[config.mk]
export PLATFORM = sky130hd
export DESIGN_NAME = priority_queue_to_probing_hash_core
export DESIGN_NICKNAME = d
export VERILOG_FILES = /design/src/design/pqph_pkg.sv /design/src/design/pqph_queue.sv /design/src/design/pqph_table.sv /design/src/design/priority_queue_to_probing_hash_core.sv
export SDC_FILE = /design/constraint.sdc
export NUM_CORES = 2
export LEC_CHECK = 0
export BUFFER_PORTS_ARGS = -buffer_cell sky130_fd_sc_hd__buf_2
export CAP_MARGIN = 10
export CORE_ASPECT_RATIO = 1.25
export CORE_UTILIZATION = 60
export CTS_CLUSTER_SIZE = 25
export DETAILED_ROUTE_END_ITERATION = 7
export PLACE_DENSITY = 0.76
export SETUP_SLACK_MARGIN = 0.5
export SYNTH_ARGS = -nofsm -noshare
export SYNTH_HDL_FRONTEND = slang
export SYNTH_SLANG_ARGS = --single-unit
[constraint.sdc]
create_clock -name clk_i -period 12.25 [get_ports clk_i]
set_input_delay 2.45 -clock clk_i [delete_from_list [all_inputs] [get_ports clk_i]]
set_output_delay 2.45 -clock clk_i [all_outputs]
set_load 0.01 [all_outputs]
[src/design/pqph_pkg.sv]
// Shared types, constants and helpers for the priority queue / probing hash core.
// Used by pqph_queue, pqph_table and priority_queue_to_probing_hash_core.
package pqph_pkg;

  // Sizing
  localparam int QUEUE_DEPTH = 16;
  localparam int TABLE_SLOTS = 10;
  localparam int NUM_PRIO    = 4;

  localparam int QAW     = $clog2(QUEUE_DEPTH);
  localparam int CNTW    = $clog2(QUEUE_DEPTH + 1);
  localparam int SW      = $clog2(TABLE_SLOTS);
  localparam int PW      = 2;
  localparam int IDW     = 16;
  localparam int SLOT_FW = 4;
  localparam int LVL_W   = 5;
  localparam int LVL_MAX = (2 ** LVL_W) - 1;
  localparam int IN_DW   = 24;
  localparam int OUT_DW  = 32;
  localparam int OP_W    = 2;

  // Operation codes
  typedef enum logic [OP_W-1:0] {
    OP_ADD  = 2'd0,
    OP_PROC = 2'd1,
    OP_READ = 2'd2,
    OP_NONE = 2'd3
  } op_e;

  // Result status codes
  typedef enum logic [1:0] {
    ST_OK    = 2'd0,
    ST_EMPTY = 2'd1,
    ST_FULL  = 2'd2,
    ST_DROP  = 2'd3
  } status_e;

  // Queue control and status
  typedef struct packed {
    logic          push;
    logic          pop;
    logic [PW-1:0] prio;
  } q_ctrl_t;

  typedef struct packed {
    logic            full;
    logic            empty;
    logic [PW-1:0]   head_prio;
    logic [CNTW-1:0] count;
  } q_stat_t;

  // Table control
  typedef struct packed {
    logic          wr;
    logic [SW-1:0] widx;
    logic [SW-1:0] ridx;
  } t_ctrl_t;

  // One result before the level is attached
  typedef struct packed {
    status_e            status;
    logic [IDW-1:0]     id;
    logic [PW-1:0]      prio;
    logic [SLOT_FW-1:0] slot;
    logic               valid;
  } res_t;

  // Priority class from the two flags
  function automatic logic [PW-1:0] prio_of(logic imp, logic lik);
    logic [PW-1:0] p;
    p = {imp, lik};
    return p;
  endfunction

  // Advance a ring pointer with wrap at the queue depth
  function automatic logic [QAW-1:0] qptr_inc(logic [QAW-1:0] p);
    logic [QAW-1:0] n;
    n = (p == QAW'(QUEUE_DEPTH - 1)) ? '0 : p + 1'b1;
    return n;
  endfunction

  // Saturate the queue count into the level field
  function automatic logic [LVL_W-1:0] lvl_sat(logic [CNTW-1:0] c);
    logic [LVL_W-1:0] l;
    if (int'(c) > LVL_MAX) begin
      l = LVL_W'(LVL_MAX);
    end else begin
      l = LVL_W'(c);
    end
    return l;
  endfunction

endpackage

[src/design/pqph_queue.sv]
// Priority queue kept as one FIFO ring per priority class in a single memory.
// Depends on pqph_pkg for sizing, pointer helpers and control/status structs.
module pqph_queue import pqph_pkg::*; (
  input  logic           clk_i,
  input  logic           rst_ni,
  input  q_ctrl_t        ctrl_i,
  input  logic [IDW-1:0] wid_i,
  output logic [IDW-1:0] rid_o,
  output q_stat_t        stat_o
);

  logic [IDW-1:0]  qmem [NUM_PRIO * (2 ** QAW)];
  logic [QAW-1:0]  head_q [NUM_PRIO];
  logic [QAW-1:0]  tail_q [NUM_PRIO];
  logic [CNTW-1:0] cnt_q  [NUM_PRIO];
  logic [CNTW-1:0] count_q;
  logic [IDW-1:0]  rid_q;
  logic [PW-1:0]   head_prio;
  logic [CNTW+1:0] cnt_sum;

  // Pick the highest nonempty class as head
  always_comb begin
    head_prio = '0;
    for (int p = 0; p < NUM_PRIO; p++) begin
      if (cnt_q[p] != '0) begin
        head_prio = PW'(p);
      end
    end
  end

  assign cnt_sum = {2'b00, cnt_q[0]} + {2'b00, cnt_q[1]} + {2'b00, cnt_q[2]} + {2'b00, cnt_q[3]};

  // Advance ring pointers and counts
  always_ff @(posedge clk_i or negedge rst_ni) begin
    if (!rst_ni) begin
      for (int p = 0; p < NUM_PRIO; p++) begin
        head_q[p] <= '0;
        tail_q[p] <= '0;
        cnt_q[p]  <= '0;
      end
      count_q <= '0;
    end else begin
      for (int p = 0; p < NUM_PRIO; p++) begin
        if (ctrl_i.push && (ctrl_i.prio == PW'(p))) begin
          tail_q[p] <= qptr_inc(tail_q[p]);
          cnt_q[p]  <= cnt_q[p] + 1'b1;
        end
        if (ctrl_i.pop && (head_prio == PW'(p))) begin
          head_q[p] <= qptr_inc(head_q[p]);
          cnt_q[p]  <= cnt_q[p] - 1'b1;
        end
      end
      if (ctrl_i.push) begin
        count_q <= count_q + 1'b1;
      end else if (ctrl_i.pop) begin
        count_q <= count_q - 1'b1;
      end
    end
  end

  // Write the new entry at the tail, read the head on pop
  always_ff @(posedge clk_i) begin
    if (ctrl_i.push) begin
      qmem[{ctrl_i.prio, tail_q[ctrl_i.prio]}] <= wid_i;
    end
    if (ctrl_i.pop) begin
      rid_q <= qmem[{head_prio, head_q[head_prio]}];
    end
  end

  assign rid_o            = rid_q;
  assign stat_o.full      = (count_q == CNTW'(QUEUE_DEPTH));
  assign stat_o.empty     = (count_q == '0);
  assign stat_o.head_prio = head_prio;
  assign stat_o.count     = count_q;

  a_count_sum: assert property (@(posedge clk_i) disable iff (!rst_ni)
    cnt_sum == {2'b00, count_q})
    else $error("queue total disagrees with per-class counts");

  a_no_pop_empty: assert property (@(posedge clk_i) disable iff (!rst_ni)
    ctrl_i.pop |-> (count_q != '0))
    else $error("pop from empty queue");

  a_no_push_full: assert property (@(posedge clk_i) disable iff (!rst_ni)
    ctrl_i.push |=> (count_q <= CNTW'(QUEUE_DEPTH)) && !$past(ctrl_i.pop))
    else $error("push overflow or push with pop");

endmodule

[src/design/pqph_table.sv]
// Hash slot table: slot ids in a synchronous memory, occupancy in flops.
// Depends on pqph_pkg for sizing and the table control struct.
module pqph_table import pqph_pkg::*; (
  input  logic                   clk_i,
  input  logic                   rst_ni,
  input  t_ctrl_t                ctrl_i,
  input  logic [IDW-1:0]         wid_i,
  output logic [IDW-1:0]         rid_o,
  output logic [TABLE_SLOTS-1:0] used_o
);

  logic [IDW-1:0]         tmem [TABLE_SLOTS];
  logic [IDW-1:0]         rid_q;
  logic [TABLE_SLOTS-1:0] used_q;

  // Mark slots occupied on store
  always_ff @(posedge clk_i or negedge rst_ni) begin
    if (!rst_ni) begin
      used_q <= '0;
    end else if (ctrl_i.wr) begin
      used_q[ctrl_i.widx] <= 1'b1;
    end
  end

  // Store and read slot ids
  always_ff @(posedge clk_i) begin
    if (ctrl_i.wr) begin
      tmem[ctrl_i.widx] <= wid_i;
    end
    rid_q <= tmem[ctrl_i.ridx];
  end

  assign rid_o  = rid_q;
  assign used_o = used_q;

  a_store_free: assert property (@(posedge clk_i) disable iff (!rst_ni)
    ctrl_i.wr |-> !used_q[ctrl_i.widx])
    else $error("store into occupied slot");

endmodule

[src/design/priority_queue_to_probing_hash_core.sv]
// Priority queue feeding a linear-probing hash table, one result per request.
// Sequence: add and unused op go from dispatch to done, read passes a slot read; process
// reads the head, takes id mod slots by reciprocal, then probes 1..TABLE_SLOTS slots.
// One request is in flight at a time; the next is accepted once the result is queued.
// Reset (rst_ni low, async) empties the queue and clears all slot valid bits.
module priority_queue_to_probing_hash_core import pqph_pkg::*; (
  input  logic              clk_i,
  input  logic              rst_ni,
  input  logic              s_axis_tvalid_i,
  output logic              s_axis_tready_o,
  // [15:0] id, [16] impact, [17] likelihood, [21:18] slot_sel, [23:22] zero
  input  logic [IN_DW-1:0]  s_axis_tdata_i,
  // [1:0] op
  input  logic [OP_W-1:0]   s_axis_tuser_i,
  output logic              m_axis_tvalid_o,
  input  logic              m_axis_tready_i,
  // [1:0] status, [17:2] out_id, [19:18] out_priority, [23:20] out_slot,
  // [24] slot_valid, [29:25] queue_level, [31:30] zero
  output logic [OUT_DW-1:0] m_axis_tdata_o
);

  typedef enum logic [6:0] {
    S_IDLE   = 7'b0000001,
    S_DISP   = 7'b0000010,
    S_HEAD   = 7'b0000100,
    S_MOD    = 7'b0001000,
    S_PROBE  = 7'b0010000,
    S_RDSLOT = 7'b0100000,
    S_DONE   = 7'b1000000
  } state_e;

  // Reciprocal of the slot count, exact for every id below 2**IDW
  localparam int RECIP_SH = IDW + SW;
  localparam int PROD_W   = IDW + RECIP_SH;
  localparam logic [RECIP_SH-1:0] RECIP =
    RECIP_SH'(((1 << RECIP_SH) + TABLE_SLOTS - 1) / TABLE_SLOTS);

  state_e              state_q, state_d;
  logic                ovalid_q, ovalid_d;
  op_e                 op_q, op_d;
  logic [IDW-1:0]      id_q, id_d;
  logic [PW-1:0]       prio_q, prio_d;
  logic [SLOT_FW-1:0]  sel_q, sel_d;
  logic [IDW-1:0]      quo_q, quo_d;
  logic                step_q, step_d;
  logic [SW-1:0]       idx_q, idx_d;
  res_t                res_q, res_d;
  logic [OUT_DW-1:0]   out_q, out_d;

  q_ctrl_t                q_ctrl;
  q_stat_t                q_stat;
  logic [IDW-1:0]         q_rid;
  t_ctrl_t                t_ctrl;
  logic [IDW-1:0]         t_rid;
  logic [TABLE_SLOTS-1:0] t_used;

  logic [PROD_W-1:0] quo_prod;
  logic [IDW-1:0]    quo_mul;
  logic [IDW-1:0]    rem_full;
  logic              all_used;
  logic              sel_in_range;
  logic              probe_hit;

  pqph_queue u_queue (
    .clk_i  (clk_i),
    .rst_ni (rst_ni),
    .ctrl_i (q_ctrl),
    .wid_i  (id_q),
    .rid_o  (q_rid),
    .stat_o (q_stat)
  );

  pqph_table u_table (
    .clk_i  (clk_i),
    .rst_ni (rst_ni),
    .ctrl_i (t_ctrl),
    .wid_i  (id_q),
    .rid_o  (t_rid),
    .used_o (t_used)
  );

  // Quotient by reciprocal multiply, then remainder from the registered quotient
  assign quo_prod = {{RECIP_SH{1'b0}}, id_q} * {{IDW{1'b0}}, RECIP};
  assign quo_mul  = quo_q * IDW'(TABLE_SLOTS);
  assign rem_full = id_q - quo_mul;

  assign all_used     = &t_used;
  assign probe_hit    = !t_used[idx_q];
  assign sel_in_range = ({1'b0, sel_q} < (SLOT_FW+1)'(TABLE_SLOTS));

  // Drive queue and table ports
  always_comb begin
    q_ctrl.push = (state_q == S_DISP) && (op_q == OP_ADD) && !q_stat.full;
    q_ctrl.pop  = (state_q == S_DISP) && (op_q == OP_PROC) && !q_stat.empty;
    q_ctrl.prio = prio_q;
    t_ctrl.wr   = (state_q == S_PROBE) && !all_used && probe_hit;
    t_ctrl.widx = idx_q;
    t_ctrl.ridx = sel_q[SW-1:0];
  end

  assign s_axis_tready_o = (state_q == S_IDLE);

  // Sequence one request
  always_comb begin
    state_d  = state_q;
    ovalid_d = ovalid_q && !m_axis_tready_i;
    op_d     = op_q;
    id_d     = id_q;
    prio_d   = prio_q;
    sel_d    = sel_q;
    quo_d    = quo_q;
    step_d   = step_q;
    idx_d    = idx_q;
    res_d    = res_q;
    out_d    = out_q;
    case (state_q)
      S_IDLE: begin
        if (s_axis_tvalid_i) begin
          op_d    = op_e'(s_axis_tuser_i);
          id_d    = s_axis_tdata_i[15:0];
          prio_d  = prio_of(s_axis_tdata_i[16], s_axis_tdata_i[17]);
          sel_d   = s_axis_tdata_i[21:18];
          state_d = S_DISP;
        end
      end
      S_DISP: begin
        res_d = '{status: ST_OK, id: '0, prio: '0, slot: '0, valid: 1'b0};
        case (op_q)
          OP_ADD: begin
            res_d.status = q_stat.full ? ST_FULL : ST_OK;
            res_d.id     = id_q;
            res_d.prio   = prio_q;
            state_d      = S_DONE;
          end
          OP_PROC: begin
            if (q_stat.empty) begin
              res_d.status = ST_EMPTY;
              state_d      = S_DONE;
            end else begin
              prio_d  = q_stat.head_prio;
              state_d = S_HEAD;
            end
          end
          OP_READ: begin
            state_d = S_RDSLOT;
          end
          default: begin
            state_d = S_DONE;
          end
        endcase
      end
      S_HEAD: begin
        id_d    = q_rid;
        step_d  = 1'b0;
        state_d = S_MOD;
      end
      S_MOD: begin
        if (!step_q) begin
          quo_d  = quo_prod[PROD_W-1 -: IDW];
          step_d = 1'b1;
        end else begin
          idx_d   = rem_full[SW-1:0];
          state_d = S_PROBE;
        end
      end
      S_PROBE: begin
        res_d.id    = id_q;
        res_d.prio  = prio_q;
        res_d.valid = 1'b0;
        if (all_used) begin
          res_d.status = ST_DROP;
          res_d.slot   = '0;
          state_d      = S_DONE;
        end else if (probe_hit) begin
          res_d.status = ST_OK;
          res_d.slot   = SLOT_FW'(idx_q);
          state_d      = S_DONE;
        end else begin
          idx_d = (idx_q == SW'(TABLE_SLOTS - 1)) ? '0 : idx_q + 1'b1;
        end
      end
      S_RDSLOT: begin
        res_d.status = ST_OK;
        res_d.prio   = '0;
        res_d.slot   = sel_q;
        res_d.valid  = sel_in_range && t_used[sel_q[SW-1:0]];
        res_d.id     = res_d.valid ? t_rid : '0;
        state_d      = S_DONE;
      end
      S_DONE: begin
        if (!ovalid_q || m_axis_tready_i) begin
          out_d = {2'b00, lvl_sat(q_stat.count), res_q.valid, res_q.slot,
                   res_q.prio, res_q.id, res_q.status};
          ovalid_d = 1'b1;
          state_d  = S_IDLE;
        end
      end
      default: begin
        state_d = S_IDLE;
      end
    endcase
  end

  // Control registers
  always_ff @(posedge clk_i or negedge rst_ni) begin
    if (!rst_ni) begin
      state_q  <= S_IDLE;
      ovalid_q <= 1'b0;
    end else begin
      state_q  <= state_d;
      ovalid_q <= ovalid_d;
    end
  end

  // Payload registers
  always_ff @(posedge clk_i) begin
    op_q   <= op_d;
    id_q   <= id_d;
    prio_q <= prio_d;
    sel_q  <= sel_d;
    quo_q  <= quo_d;
    step_q <= step_d;
    idx_q  <= idx_d;
    res_q  <= res_d;
    out_q  <= out_d;
  end

  assign m_axis_tvalid_o = ovalid_q;
  assign m_axis_tdata_o  = out_q;

  a_out_from_done: assert property (@(posedge clk_i) disable iff (!rst_ni)
    $rose(ovalid_q) |-> $past(state_q == S_DONE))
    else $error("result presented outside of completion");

  a_probe_in_range: assert property (@(posedge clk_i) disable iff (!rst_ni)
    (state_q == S_PROBE) |-> ({1'b0, idx_q} < (SW+1)'(TABLE_SLOTS)))
    else $error("probe index beyond slot count");

endmodule
==> results.sh <==
export IMPL_via_per_inst=6.57
export IMPL_synth_warning_count=0
export IMPL_critical_path_max_stage_delay_ns=1.13
export IMPL_worstSetupStartpointType="flip-flop"
export IMPL_fp_dieH_microns=346
export IMPL_synth_top_flop_cell="edfxtp_1"
export IMPL_critPathMaxFanout=49
export IMPL_postCtsSetupBuffers=0
export IMPL_syn_to_final_growth_pct=10.8
export IMPL_fp_row_count=125
export IMPL_setup_slack_ns=5.67
export IMPL_cell_internal_pwr_w=0.0106
export IMPL_post_synth_cell_area_avg_sq_um=17.5
export IMPL_dr_pass1_iters=6
export IMPL_pre_cts_slack_ns=5.54
export IMPL_worstPathArrival_ns=7.04
export IMPL_clkTransAtPathRegs_ns=0.07
export IMPL_finalInstanceArea_sq_mm=0.0628
export IMPL_critical_path_top_delay_family="adder cells"
export IMPL_timing_critical_path_buf_inv=5
export IMPL_rsz0062_at_grt="false"
export IMPL_power_per_cell_area_mw_per_mm2=259
export IMPL_timing_hold_violations_final=0
export IMPL_crit_required_ns=12.71
export IMPL_reg2reg_to="quo_q[2]"
export IMPL_fp_dieArea_sq_mm=0.0957
export IMPL_slew_headroom_pct=11.5
export IMPL_endpoint_kind="flip-flop"
export IMPL_min_period_over_period_pct=53.7
export IMPL_number_of_remaining_drc_errors=0
export IMPL_tritoncts_num_sinks=1373
export IMPL_worst_tran_pin_value_ns=1.32
export IMPL_report_final_setup_viol=0
export IMPL_syn_area_sq_mm=0.0567
export IMPL_hold_path_class="reg -> reg"
export IMPL_max_clock_path_buffers=3
export IMPL_drive_above_1_share_pct=18.9
export IMPL_fillerInstances=5801
export IMPL_worst_reg2reg_path_length_in_cells=18
export IMPL_count_of_different_cell_masters_after_synthesis=71
export IMPL_yosysSeqAreaShare_pct=71.8
export IMPL_most_used_standard_cells_in_the_synthesized_netlist="edfxtp_1 (1,287), nand2_1 (337), mux4_2 (230)"
export IMPL_critical_path_startpoint="id_q[1]"
export IMPL_grt_overflow_total=0
export IMPL_yosys_area_top_type_share_pct=68.2
export IMPL_yosys_top_cells_area="edfxtp_1 (68%), mux4_2 (9.1%), dfrtp_1 (3.0%)"
export IMPL_reg2reg_setup_slack_ns=5.67
export IMPL_final_nets=3592
export IMPL_yosys_cell_count_top_type="edfxtp_1"
export IMPL_ports_placed_on_the_boundary=64
export IMPL_maxCapViolCount=0
export IMPL_p_leak_nw=21.6
export IMPL_fmax_mhz=152
export IMPL_setup_worst_path_class="reg -> reg"
export IMPL_holdBufCountCts=0
export IMPL_share_comb_of_total_power_pct=40.5
export IMPL_period_needed_ns=6.58
export IMPL_critical_path_slowest_cell="edfxtp_1"
export IMPL_p_sw_w=0.00568
export IMPL_fin_cells=4701
export IMPL_htree_num_levels=3
export IMPL_chipWidth_microns=277
export IMPL_detailedPlacementHpwl_microns=77800
export IMPL_timing_critical_path_depth=18
export IMPL_worstSetupEndpoint="quo_q[2]"
export IMPL_design_power_total_w=0.0163
export IMPL_portBuffers=59
export IMPL_drt_antenna_violating_nets=0
export IMPL_power_frac_clock_pct=23.8
export IMPL_initialDrtViolationCount=3751
export IMPL_grt_antenna_before_repair=3
export IMPL_grt_first_pass_wirelength_microns=197000
export IMPL_route_final_wire_length_microns=133000
export IMPL_synthArstFlopShare_pct=5.10
export IMPL_drv_slew=0
export IMPL_totalNegativeSetupSlack_ns=0
export IMPL_synth_seq_cells=1373
export IMPL_netSwitchingFraction_pct=34.9
export IMPL_grt_total_usage_pct=28.0
export IMPL_clock_tree_from_tritoncts="done"
export IMPL_post_cts_sizing=0
export IMPL_core_area_sq_mm=0.0932
export IMPL_clock_skew_final_ns=0.0337
export IMPL_grt_start_max_net_pins=161
export IMPL_routabilityCongestion=0.847
export IMPL_postPlaceCellArea_sq_mm=0.0587
export IMPL_synth_edf_count=1287
export IMPL_placed_cells=4470
export IMPL_detailroute_via_count=30900
export IMPL_sequentialPowerShare_pct=35.7
export IMPL_peakVddDrop_mv=0.338
export IMPL_run_status="finished, final reports clean"
export IMPL_clockRootBuffer="clkbuf_16"
export IMPL_list_of_cells_traversed_by_the_critical_path="buf_4, ha_1, inv_1, fa_1, inv_1, fa_1, fa_1, fa_1, inv_1, fa_1, inv_1, ha_1, a21o_1, a21oi_1, o211ai_1, a21oi_1, o21bai_1, xnor2_1"
export IMPL_path_common_cell="fa_1"
export IMPL_vias_in_the_first_global_route=31600
export IMPL_post_synth_inst_count=3248
export IMPL_clk_insertion_delay_late_ns=0.71
export IMPL_starting_utilization_of_the_core_area_pct=60.8
export IMPL_synth_top_cell_by_area="edfxtp_1"
export IMPL_numCtsBuffers=120
export IMPL_wl_per_cell_microns=28.3
export IMPL_worst_r2r_startpoint="id_q[1]"
-- through the flow --
| stage | util [%] | hold slack [ns] |
|---|---|---|
| 2_1_floorplan | - | 0.400 |
| 3_3_place_gp | 63.0 | 0.405 |
| 3_5_place_dp | 63.0 | 0.405 |
| 4_1_cts | 67.3 | 0.421 |
| 5_1_grt | 67.4 | 0.425 |
| 6_report | 67.4 | 0.420 |
-- metal layers --
layer | vias to the layer above | global-route usage (%) | wire length [microns]
met2 | 1780 | 45.1 | 64700
met5 | - | 0 | 24
met1 | 15900 | 36.9 | 48600
met4 | 4 | 12.9 | 6080
met3 | 310 | 6.20 | 13400
li1 | 12900 | - | -
-- worst register-to-register path, delay by kind of cell (launching register included) --
family,cells,cell delay (ns)
compound gates,5,1.10
xor+xnor,1,0.12
fa+ha+maj,7,3.11
buf+inv,5,0.85
flops,1,1.13
-- cells by family (layout without fill, tap and decap cells) --
| kind of cell | count (synthesis) | count (layout) | synth area share [%] |
|---|---|---|---|
| xor gates and xnor gates | 46 | 46 | 0.711 |
| AOI/OAI and AO/OA | 378 | 378 | 4.73 |
| DFF | 1373 | 1373 | 71.8 |
| and+or+nand+nor | 706 | 706 | 5.53 |
| muxes | 289 | 289 | 10.2 |
| buffers and inverters | 282 | 527 | 2.22 |
| other | 1 | 3 | 0.00662 |
| adders and majority gates | 173 | 173 | 4.72 |
-- how the worst min path moves through the flow --
stage | startpoint | to | cells after the start
floorplan | res_q[23] | m_axis_tdata_o[0] | 0
global placement | res_q[8] | m_axis_tdata_o[3] | 0
detailed placement | res_q[12] | m_axis_tdata_o[7] | 0
CTS | res_q[12] | m_axis_tdata_o[7] | 0
global route | res_q[7] | m_axis_tdata_o[2] | 0
finish | res_q[12] | m_axis_tdata_o[7] | 0
-- sequential cells by signal, indices dropped and copies added, names as in the netlist, 16 cells and up --
register / count
u_queue.qmem: 1024
u_queue.rid_o: 16
res_q: 25
u_table.tmem: 160
m_axis_tdata_o: 30
u_queue.head_q: 16
u_queue.tail_q: 16
id_q: 16
u_table.rid_o: 16
-- power by group through the flow --
stage | logic (W) | clock network, W | registers, W
floorplan | 0.00465 | 0 | 0.00595
finish | 0.00658 | 0.00387 | 0.00580
detailed placement | 0.00649 | 0 | 0.00591
global placement | 0.00630 | 0 | 0.00589
global route | 0.00731 | 0.00407 | 0.00581
CTS | 0.00657 | 0.00390 | 0.00581
-- cells in the final DEF, fill, tap and decap left out, drive strengths merged, types with 69 or more instances in the layout --
cell	n
a22oi	96
ha	105
inv	135
nand3	155
edfxtp	1287
dfrtp	69
nand2	337
buf	168
clkbuf	154
nor2	112
mux4	230
a21oi	78
-- layout make-up --
type | instances | area (sq um) | area share [%]
Timing Repair Buffer | 168 | 1200 | 1.91
Clock buffer | 154 | 3220 | 5.12
Clock inverter | 73 | 828 | 1.32
Multi-Input combinational cell | 1594 | 14900 | 23.6
Sequential cell | 1373 | 40700 | 64.8
Antenna cell | 1 | 2.50 | 0.00398
Tap cell | 1206 | 1510 | 2.40
Inverter | 132 | 495 | 0.789
Note: power is estimated with default switching activity, not from simulation.
